<file path="src/rtl/es2cd_pkg.sv">
// shared types, constants and helpers for the epoch-to-date converter
`default_nettype none

package es2cd_pkg;

    // datapath operation codes
    typedef enum logic [3:0] {
        OP_NONE,
        OP_LOAD,
        OP_DAY_QUO,
        OP_DAY_REM,
        OP_HOUR_QUO,
        OP_HOUR_REM,
        OP_MIN_QUO,
        OP_MIN_REM,
        OP_WDAY_QUO,
        OP_WDAY_REM,
        OP_YEAR_STEP,
        OP_MONTH_STEP,
        OP_FINISH
    } op_t;

    typedef struct packed {
        op_t op;
    } cmd_t;

    typedef struct packed {
        logic year_fits;
        logic month_fits;
    } status_t;

    localparam int unsigned TIME_W  = 31;
    localparam int unsigned DAYS_W  = 15;
    localparam int unsigned YEAR_W  = 11;

    // shared multiplier operand and product widths
    localparam int unsigned MUL_A_W = 25;
    localparam int unsigned MUL_B_W = 24;
    localparam int unsigned PROD_W  = 49;

    // reciprocals, rounded up, exact over each operand's range
    // days    = ((t >> 7) * DAY_RECIP) >> 34       (86400 = 128 * 675)
    // hours   = ((sod >> 4) * HOUR_RECIP) >> 21    (3600 = 16 * 225)
    // minutes = ((r >> 2) * MIN_RECIP) >> 14       (60 = 4 * 15)
    // weeks   = (n * WEEK_RECIP) >> 18
    localparam logic [MUL_A_W-1:0] DAY_RECIP  = MUL_A_W'(25451659);
    localparam logic [MUL_A_W-1:0] HOUR_RECIP = MUL_A_W'(9321);
    localparam logic [MUL_A_W-1:0] MIN_RECIP  = MUL_A_W'(1093);
    localparam logic [MUL_A_W-1:0] WEEK_RECIP = MUL_A_W'(37450);

    // divisors, multiplied back to form the remainders
    localparam logic [MUL_B_W-1:0] SECS_PER_DAY  = MUL_B_W'(86400);
    localparam logic [MUL_B_W-1:0] SECS_PER_HOUR = MUL_B_W'(3600);
    localparam logic [MUL_B_W-1:0] SECS_PER_MIN  = MUL_B_W'(60);
    localparam logic [MUL_B_W-1:0] DAYS_PER_WEEK = MUL_B_W'(7);

    localparam logic [YEAR_W-1:0] EPOCH_YEAR    = YEAR_W'(1970);
    localparam logic [YEAR_W-1:0] YEAR_ONE      = YEAR_W'(1);
    localparam logic [2:0]        EPOCH_WEEKDAY = 3'd4;
    localparam logic [1:0]        EPOCH_MOD4    = 2'd2;
    localparam logic [6:0]        EPOCH_MOD100  = 7'd70;
    localparam logic [8:0]        EPOCH_MOD400  = 9'd370;

    localparam logic [8:0] YEAR_DAYS      = 9'd365;
    localparam logic [8:0] LEAP_YEAR_DAYS = 9'd366;
    localparam logic [3:0] LAST_MONTH     = 4'd12;

    function automatic logic [4:0] month_len(input logic [3:0] month, input logic leap);
        logic [4:0] len;
        if (month == 4'd2) begin
            len = leap ? 5'd29 : 5'd28;
        end else if (month inside {4'd4, 4'd6, 4'd9, 4'd11}) begin
            len = 5'd30;
        end else begin
            len = 5'd31;
        end
        return len;
    endfunction

endpackage

`default_nettype wire

</file>
<file path="src/rtl/es2cd_dpath.sv">
// datapath: shared reciprocal multiplier, year and month walk, result registers
`default_nettype none

module es2cd_dpath (
    input  wire                          aclk,
    input  es2cd_pkg::cmd_t              cmd,
    output es2cd_pkg::status_t           status,
    input  wire [es2cd_pkg::TIME_W-1:0]  s_epoch_seconds,
    output logic [4:0]                   m_day_of_month,
    output logic [3:0]                   m_month_number,
    output logic [es2cd_pkg::YEAR_W-1:0] m_year_number,
    output logic [2:0]                   m_weekday,
    output logic [4:0]                   m_hour_of_day,
    output logic [5:0]                   m_minute_of_hour,
    output logic [5:0]                   m_second_of_minute
);

    logic [es2cd_pkg::TIME_W-1:0] rem_reg, rem_next;
    logic [11:0]                  quo_reg, quo_next;
    logic [es2cd_pkg::DAYS_W-1:0] days_reg, days_next;
    logic [4:0]                   hour_reg, hour_next;
    logic [5:0]                   min_reg, min_next;
    logic [5:0]                   sec_reg, sec_next;
    logic [2:0]                   wday_reg, wday_next;
    logic [es2cd_pkg::YEAR_W-1:0] year_reg, year_next;
    logic [1:0]                   mod4_reg, mod4_next;
    logic [6:0]                   mod100_reg, mod100_next;
    logic [8:0]                   mod400_reg, mod400_next;
    logic [3:0]                   month_reg, month_next;

    logic                          leap;
    logic [8:0]                    ylen;
    logic [4:0]                    mlen;
    logic [15:0]                   wd_num;
    logic [es2cd_pkg::MUL_A_W-1:0] mul_a;
    logic [es2cd_pkg::MUL_B_W-1:0] mul_b;
    logic [es2cd_pkg::PROD_W-1:0]  prod;

    assign leap = (mod400_reg == 9'd0) || ((mod100_reg != 7'd0) && (mod4_reg == 2'd0));
    assign ylen = leap ? es2cd_pkg::LEAP_YEAR_DAYS : es2cd_pkg::YEAR_DAYS;
    assign mlen = es2cd_pkg::month_len(month_reg, leap);
    assign wd_num = {1'b0, days_reg} + {13'd0, es2cd_pkg::EPOCH_WEEKDAY};

    assign status.year_fits  = (days_reg >= {6'd0, ylen});
    assign status.month_fits = (month_reg < es2cd_pkg::LAST_MONTH) &&
                               (days_reg >= {10'd0, mlen});

    // one multiplier, operands picked by the current step
    always_comb begin
        mul_a = '0;
        mul_b = '0;
        case (cmd.op)
            es2cd_pkg::OP_DAY_QUO: begin
                mul_a = es2cd_pkg::DAY_RECIP;
                mul_b = rem_reg[30:7];
            end
            es2cd_pkg::OP_DAY_REM: begin
                mul_a = {10'd0, days_reg};
                mul_b = es2cd_pkg::SECS_PER_DAY;
            end
            es2cd_pkg::OP_HOUR_QUO: begin
                mul_a = es2cd_pkg::HOUR_RECIP;
                mul_b = {11'd0, rem_reg[16:4]};
            end
            es2cd_pkg::OP_HOUR_REM: begin
                mul_a = {20'd0, hour_reg};
                mul_b = es2cd_pkg::SECS_PER_HOUR;
            end
            es2cd_pkg::OP_MIN_QUO: begin
                mul_a = es2cd_pkg::MIN_RECIP;
                mul_b = {14'd0, rem_reg[11:2]};
            end
            es2cd_pkg::OP_MIN_REM: begin
                mul_a = {19'd0, min_reg};
                mul_b = es2cd_pkg::SECS_PER_MIN;
            end
            es2cd_pkg::OP_WDAY_QUO: begin
                mul_a = es2cd_pkg::WEEK_RECIP;
                mul_b = {8'd0, wd_num};
            end
            es2cd_pkg::OP_WDAY_REM: begin
                mul_a = {13'd0, quo_reg};
                mul_b = es2cd_pkg::DAYS_PER_WEEK;
            end
            default: begin
            end
        endcase
    end

    assign prod = {24'd0, mul_a} * {25'd0, mul_b};

    always_comb begin
        rem_next    = rem_reg;
        quo_next    = quo_reg;
        days_next   = days_reg;
        hour_next   = hour_reg;
        min_next    = min_reg;
        sec_next    = sec_reg;
        wday_next   = wday_reg;
        year_next   = year_reg;
        mod4_next   = mod4_reg;
        mod100_next = mod100_reg;
        mod400_next = mod400_reg;
        month_next  = month_reg;
        case (cmd.op)
            es2cd_pkg::OP_LOAD: begin
                rem_next = s_epoch_seconds;
            end
            es2cd_pkg::OP_DAY_QUO: begin
                days_next = prod[48:34];
            end
            es2cd_pkg::OP_DAY_REM: begin
                rem_next = rem_reg - prod[es2cd_pkg::TIME_W-1:0];
            end
            es2cd_pkg::OP_HOUR_QUO: begin
                hour_next = prod[25:21];
            end
            es2cd_pkg::OP_HOUR_REM: begin
                rem_next = rem_reg - prod[es2cd_pkg::TIME_W-1:0];
            end
            es2cd_pkg::OP_MIN_QUO: begin
                min_next = prod[19:14];
            end
            es2cd_pkg::OP_MIN_REM: begin
                sec_next = rem_reg[5:0] - prod[5:0];
            end
            es2cd_pkg::OP_WDAY_QUO: begin
                quo_next = prod[29:18];
            end
            es2cd_pkg::OP_WDAY_REM: begin
                wday_next   = wd_num[2:0] - prod[2:0];
                year_next   = es2cd_pkg::EPOCH_YEAR;
                mod4_next   = es2cd_pkg::EPOCH_MOD4;
                mod100_next = es2cd_pkg::EPOCH_MOD100;
                mod400_next = es2cd_pkg::EPOCH_MOD400;
                month_next  = 4'd1;
            end
            es2cd_pkg::OP_YEAR_STEP: begin
                days_next   = days_reg - {6'd0, ylen};
                year_next   = year_reg + es2cd_pkg::YEAR_ONE;
                mod4_next   = mod4_reg + 2'd1;
                mod100_next = (mod100_reg == 7'd99) ? 7'd0 : mod100_reg + 7'd1;
                mod400_next = (mod400_reg == 9'd399) ? 9'd0 : mod400_reg + 9'd1;
            end
            es2cd_pkg::OP_MONTH_STEP: begin
                days_next  = days_reg - {10'd0, mlen};
                month_next = month_reg + 4'd1;
            end
            default: begin
            end
        endcase
    end

    always_ff @(posedge aclk) begin
        rem_reg    <= rem_next;
        quo_reg    <= quo_next;
        days_reg   <= days_next;
        hour_reg   <= hour_next;
        min_reg    <= min_next;
        sec_reg    <= sec_next;
        wday_reg   <= wday_next;
        year_reg   <= year_next;
        mod4_reg   <= mod4_next;
        mod100_reg <= mod100_next;
        mod400_reg <= mod400_next;
        month_reg  <= month_next;
    end

    // result registers, held while the finished request waits downstream
    always_ff @(posedge aclk) begin
        if (cmd.op == es2cd_pkg::OP_FINISH) begin
            m_day_of_month     <= days_reg[4:0] + 5'd1;
            m_month_number     <= month_reg;
            m_year_number      <= year_reg;
            m_weekday          <= wday_reg;
            m_hour_of_day      <= hour_reg;
            m_minute_of_hour   <= min_reg;
            m_second_of_minute <= sec_reg;
        end
    end

endmodule

`default_nettype wire

</file>
<file path="src/rtl/es2cd_ctrl.sv">
// controller: sequences the divisions and walks, runs both handshakes
`default_nettype none

module es2cd_ctrl (
    input  wire                  aclk,
    input  wire                  aresetn,
    input  wire                  s_valid,
    output logic                 s_ready,
    output logic                 m_valid,
    input  wire                  m_ready,
    output es2cd_pkg::cmd_t      cmd,
    input  es2cd_pkg::status_t   status
);

    localparam logic [3:0] ST_IDLE     = 4'd0;
    localparam logic [3:0] ST_DAY_QUO  = 4'd1;
    localparam logic [3:0] ST_DAY_REM  = 4'd2;
    localparam logic [3:0] ST_HOUR_QUO = 4'd3;
    localparam logic [3:0] ST_HOUR_REM = 4'd4;
    localparam logic [3:0] ST_MIN_QUO  = 4'd5;
    localparam logic [3:0] ST_MIN_REM  = 4'd6;
    localparam logic [3:0] ST_WDAY_QUO = 4'd7;
    localparam logic [3:0] ST_WDAY_REM = 4'd8;
    localparam logic [3:0] ST_YEAR     = 4'd9;
    localparam logic [3:0] ST_MONTH    = 4'd10;
    localparam logic [3:0] ST_DONE     = 4'd11;

    logic [3:0]                    state_reg, state_next;
    logic                          m_valid_reg, m_valid_next;

    assign s_ready   = (state_reg == ST_IDLE);
    assign m_valid   = m_valid_reg;

    always_comb begin
        state_next   = state_reg;
        m_valid_next = m_valid_reg && !m_ready;
        cmd.op       = es2cd_pkg::OP_NONE;
        case (state_reg)
            ST_IDLE: begin
                if (s_valid) begin
                    cmd.op     = es2cd_pkg::OP_LOAD;
                    state_next = ST_DAY_QUO;
                end
            end
            ST_DAY_QUO: begin
                cmd.op     = es2cd_pkg::OP_DAY_QUO;
                state_next = ST_DAY_REM;
            end
            ST_DAY_REM: begin
                cmd.op     = es2cd_pkg::OP_DAY_REM;
                state_next = ST_HOUR_QUO;
            end
            ST_HOUR_QUO: begin
                cmd.op     = es2cd_pkg::OP_HOUR_QUO;
                state_next = ST_HOUR_REM;
            end
            ST_HOUR_REM: begin
                cmd.op     = es2cd_pkg::OP_HOUR_REM;
                state_next = ST_MIN_QUO;
            end
            ST_MIN_QUO: begin
                cmd.op     = es2cd_pkg::OP_MIN_QUO;
                state_next = ST_MIN_REM;
            end
            ST_MIN_REM: begin
                cmd.op     = es2cd_pkg::OP_MIN_REM;
                state_next = ST_WDAY_QUO;
            end
            ST_WDAY_QUO: begin
                cmd.op     = es2cd_pkg::OP_WDAY_QUO;
                state_next = ST_WDAY_REM;
            end
            ST_WDAY_REM: begin
                cmd.op     = es2cd_pkg::OP_WDAY_REM;
                state_next = ST_YEAR;
            end
            ST_YEAR: begin
                if (status.year_fits) begin
                    cmd.op = es2cd_pkg::OP_YEAR_STEP;
                end else begin
                    state_next = ST_MONTH;
                end
            end
            ST_MONTH: begin
                if (status.month_fits) begin
                    cmd.op = es2cd_pkg::OP_MONTH_STEP;
                end else begin
                    state_next = ST_DONE;
                end
            end
            ST_DONE: begin
                if (!m_valid_reg || m_ready) begin
                    cmd.op       = es2cd_pkg::OP_FINISH;
                    m_valid_next = 1'b1;
                    state_next   = ST_IDLE;
                end
            end
            default: begin
                state_next = ST_IDLE;
            end
        endcase
    end

    always_ff @(posedge aclk) begin
        if (!aresetn) begin
            state_reg   <= ST_IDLE;
            m_valid_reg <= 1'b0;
        end else begin
            state_reg   <= state_next;
            m_valid_reg <= m_valid_next;
        end
    end

endmodule

`default_nettype wire

</file>
<file path="src/rtl/epoch_seconds_to_calendar_date.sv">
// top level: unix seconds to utc date, weekday and time of day
`default_nettype none

// channel  | handshake          | payload
// ---------+--------------------+-----------------------------------------------
// input    | s_valid / s_ready  | s_epoch_seconds (31 bits)
// result   | m_valid / m_ready  | m_day_of_month, m_month_number, m_year_number,
//          |                    | m_weekday, m_hour_of_day, m_minute_of_hour,
//          |                    | m_second_of_minute
//
// one request at a time; after accept the engine runs eight fixed multiply steps,
// then the year walk (one year per cycle) from 1970 and the month walk through the
// year, and only then raises m_valid
// a new request is taken as soon as the engine is idle, even if a result waits
// reset (aresetn, synchronous, active low) clears only the control state
// a stalled result holds its registers; the engine waits before overwriting them

module epoch_seconds_to_calendar_date (
    input  wire                          aclk,
    input  wire                          aresetn,
    input  wire                          s_valid,
    output logic                         s_ready,
    input  wire [es2cd_pkg::TIME_W-1:0]  s_epoch_seconds,
    output logic                         m_valid,
    input  wire                          m_ready,
    output logic [4:0]                   m_day_of_month,
    output logic [3:0]                   m_month_number,
    output logic [es2cd_pkg::YEAR_W-1:0] m_year_number,
    output logic [2:0]                   m_weekday,
    output logic [4:0]                   m_hour_of_day,
    output logic [5:0]                   m_minute_of_hour,
    output logic [5:0]                   m_second_of_minute
);

    // command from controller to datapath, status back
    es2cd_pkg::cmd_t    cmd;
    es2cd_pkg::status_t status;

    // sequencer: split off day, hour, minute, week, then walk years and months
    es2cd_ctrl u_ctrl (
        .aclk    (aclk),
        .aresetn (aresetn),
        .s_valid (s_valid),
        .s_ready (s_ready),
        .m_valid (m_valid),
        .m_ready (m_ready),
        .cmd     (cmd),
        .status  (status)
    );

    // reciprocal multiplier, leap tracking and result registers
    es2cd_dpath u_dpath (
        .aclk               (aclk),
        .cmd                (cmd),
        .status             (status),
        .s_epoch_seconds    (s_epoch_seconds),
        .m_day_of_month     (m_day_of_month),
        .m_month_number     (m_month_number),
        .m_year_number      (m_year_number),
        .m_weekday          (m_weekday),
        .m_hour_of_day      (m_hour_of_day),
        .m_minute_of_hour   (m_minute_of_hour),
        .m_second_of_minute (m_second_of_minute)
    );

endmodule

`default_nettype wire
</file>
<file path="config.mk">
export PLATFORM = sky130hd
export DESIGN_NAME = epoch_seconds_to_calendar_date
export DESIGN_NICKNAME = d
export VERILOG_FILES = /design/src/rtl/es2cd_pkg.sv /design/src/rtl/es2cd_dpath.sv /design/src/rtl/es2cd_ctrl.sv /design/src/rtl/epoch_seconds_to_calendar_date.sv
export SDC_FILE = /design/constraint.sdc
export NUM_CORES = 1
export LEC_CHECK = 0
export ABC_AREA = 1
export BUFFER_PORTS_ARGS = -buffer_cell sky130_fd_sc_hd__clkbuf_2
export CAP_MARGIN = 0
export CORE_MARGIN = 2
export CORE_UTILIZATION = 67
export DETAILED_ROUTE_END_ITERATION = 12
export GPL_TIMING_DRIVEN = 1
export PLACE_DENSITY = 0.85
export SYNTH_ARGS = -nofsm -noshare
export SYNTH_HDL_FRONTEND = slang
export SYNTH_SLANG_ARGS = --single-unit
</file>
<file path="constraint.sdc">
create_clock -name aclk -period 14.6 [get_ports aclk]
set_clock_uncertainty 0.2 [all_clocks]
set_input_delay 2.19 -clock aclk [delete_from_list [all_inputs] [get_ports aclk]]
set_output_delay 2.19 -clock aclk [all_outputs]
set_load 0.05 [all_outputs]
</file>
==> flow_metrics.tcl <==
set metrics [dict create \
    synthXorXnorAreaFrac_pct 2.72 \
    synth_adder_area_share_pct 41.9 \
    yosys_warnings 0 \
    crit_path_max_incr_delay_ns 1.05 \
    critPathMaxFanout 53 \
    synth_area_leaders "fa_1 29%, edfxtp_1 18%, ha_1 13%" \
    ys.flop_type "edfxtp_1" \
    cts_tree "yes" \
    synth.most_common_cell "inv_1" \
    ys_seq_area_share_pct 18.3 \
    ctsHoldBuffers 0 \
    clock_latency_ns 0.45 \
    grtUsageTotal_pct 42.7 \
    route.detailed.drc 0 \
    nets 3898 \
    area_growth_pct 7.40 \
    hold_viol 0 \
    min_period_over_period_pct 76.6 \
    cts_setup_buffers 0 \
    dieArea_um2 39500 \
    slowest_stage "nor2_1" \
    maxSlewHeadroom_pct 9.19 \
    maxCapViolCount 0 \
    port_buffers 76 \
    synthMuxAreaShare_pct 0 \
    row_count 71 \
    crit_type "flop to flop" \
    synth_cell_types 57 \
    die_h_um 199 \
    coreArea_um2 37500 \
    whs_path_depth 0 \
    min_from "u_dpath.wday_reg[2]$_DFFE_PN_" \
    synth-simple-area-share_pct 18.5 \
    synth_top_cell_area_share_pct 28.8 \
    finalCoreUtilization_pct 72.7 \
    dp_hpwl_um 68100 \
    rr_startpoint "u_ctrl.state_reg[0]$_SDFFE_PN0P_" \
    async_flop_share_pct 0 \
    timing.fmax_ghz 0.0894 \
    synthCells 3083 \
    crit_path_frequent_cell "inv_1" \
    status "finished, final reports clean" \
    maxSlewViolCount 0 \
    yosys_register_bits 156 \
    critPathLaunchType "flop" \
    chipWidth_um 199 \
    overflow 0 \
    io_pins 77 \
    max_slew.worst_pin.slew_ns 1.36 \
    synth_area_per_cell_um2 8.24 \
    firstDrtPassIters 9 \
    required_ns 14.59 \
    arrival_ns 11.18 \
    drt-total-wl_um 80400 \
    yosysTopAreaCell "fa_1" \
    largest_reg_flops 31 \
    route.vias.total 21435 \
    cts_resized 0 \
    numCtsBuffers 17 \
    antenna_found_initial 0 \
    synth-edff-count 151 \
    grt_max_degree 54 \
    synth_compound_area_share_pct 5.36 \
    synth_commonest_cells "816 x inv_1, 581 x nand2_1, 365 x fa_1" \
    synth_top_family_by_area "adder cells" \
    fin_crit_ns 11.19 \
    first_global_vias 21971 \
    clk_pin_slew_worst_paths_ns 0.08 \
    n_antenna_cell 0 \
    hold_path_class "flop to flop" \
    place.gp.congestion 1.06 \
    grt_first_pass_wirelength_um 124000 \
    cp-end-kind "flop" \
    start_util_pct 67.7 \
    setup_tns_ns 0 \
    rsz0062_at_grt "no" \
    hold_end "u_dpath.m_weekday[2]$_DFFE_PN_" \
    drive_above_1_share_pct 7.49 \
    r2r-end "u_dpath.rem_reg[30]$_DFFE_PP_" \
    setup_viol 0 \
    cts_root_buffer "clkbuf_16" \
    drt_iter0_drc 2054 \
    drtAntennaViolNets 0 \
    wire_per_inst_um 21.4 \
    cts.sink_count 156 \
    clock_path_buffers 2 \
    syn_area_um2 25400 \
    vias_per_cell 5.71 \
    htreeDepth 4 \
    reg2reg_depth 44 \
    reg2reg_slack_ns 3.41 \
]
==> worst max-delay path by stage <==
stage	end	slack, ns	from
2_1_floorplan	u_dpath.rem_reg[30]$_DFFE_PP_	6.34	u_ctrl.state_reg[2]$_SDFFE_PN0P_
3_3_place_gp	u_dpath.rem_reg[30]$_DFFE_PP_	3.85	u_ctrl.state_reg[0]$_SDFFE_PN0P_
3_5_place_dp	u_dpath.rem_reg[30]$_DFFE_PP_	3.81	u_ctrl.state_reg[0]$_SDFFE_PN0P_
4_1_cts	u_dpath.rem_reg[30]$_DFFE_PP_	3.75	u_ctrl.state_reg[0]$_SDFFE_PN0P_
5_1_grt	u_dpath.rem_reg[30]$_DFFE_PP_	3.09	u_ctrl.state_reg[0]$_SDFFE_PN0P_
6_report	u_dpath.rem_reg[30]$_DFFE_PP_	3.41	u_ctrl.state_reg[0]$_SDFFE_PN0P_
==> metrics by stage <==
step	setup WS [ns]	hold slack (ns)	instances	instance area (µm²)
6_report	3.41	0.223	3755	27300
5_1_grt	3.09	0.227	3755	27300
4_1_cts	3.75	0.223	3755	27300
3_5_place_dp	3.81	0.205	3723	26700
3_3_place_gp	3.85	0.200	3723	26700
2_1_floorplan	6.34	0.200	3156	25700
==> final cells by class <==
type                    instances  area [µm²]
clock buffers                  17         425
clock inverters                15         186
fillers                      2899       10200
inverters                     845        3170
multi-input cells            2118       17700
flip-flops and latches        156        4630
well taps                     511         639
repair buffers                 93         508
==> critical path: cells and delay by family (launching register included) <==
kind	cells	cell delay (ns)
AO/OA/AOI/OAI	2	0.62
XOR/XNOR	1	0.24
adder cells (fa/ha/maj)	9	4.38
buffers and inverters	15	1.97
flip-flops	1	0.35
AND/OR/NAND/NOR	17	3.11
==> layout by cell type (no fill, tap or decap), types with 4 or more instances in the layout <==
cell / count
a21oi_2: 4
nand2_2: 35
or2_2: 13
nor3_1: 20
a21oi_1: 83
fa_1: 365
o211ai_1: 9
o21bai_1: 8
o21ai_1: 14
clkbuf_2: 76
inv_8: 4
nor2_1: 263
inv_1: 816
nand2_1: 581
xor2_1: 59
clkinv_8: 6
clkinv_1: 10
xnor2_1: 20
nand3_2: 11
inv_6: 4
conb_1: 75
edfxtp_1: 151
o21ai_0: 62
o221ai_1: 8
nor2_2: 22
a31oi_1: 19
clkbuf_16: 17
ha_1: 267
dfxtp_1: 5
inv_2: 18
o21a_1: 4
nand4_1: 34
nand3_1: 97
buf_4: 17
==> layer usage <==
| layer | GRT usage [%] | wire length (µm) |
|---|---|---|
| met1 | 56.7 | 30700 |
| met2 | 67.4 | 36200 |
| met3 | 7.29 | 8290 |
| met4 | 23.3 | 5220 |
| met5 | 0 | 0 |
==> cell families (layout without fill, tap and decap cells) <==
group / count (synthesis) / in the layout
flops: 156 / 156
simple gates: 1099 / 1099
xor+xnor: 79 / 79
buf+inv: 882 / 970
other cells: 2 / 75
compound gates: 233 / 233
fa+ha+maj: 632 / 632
Power is left out: the tool's default activity adds up to more than one toggle a clock period on the data nets, which glitch-free logic cannot reach.
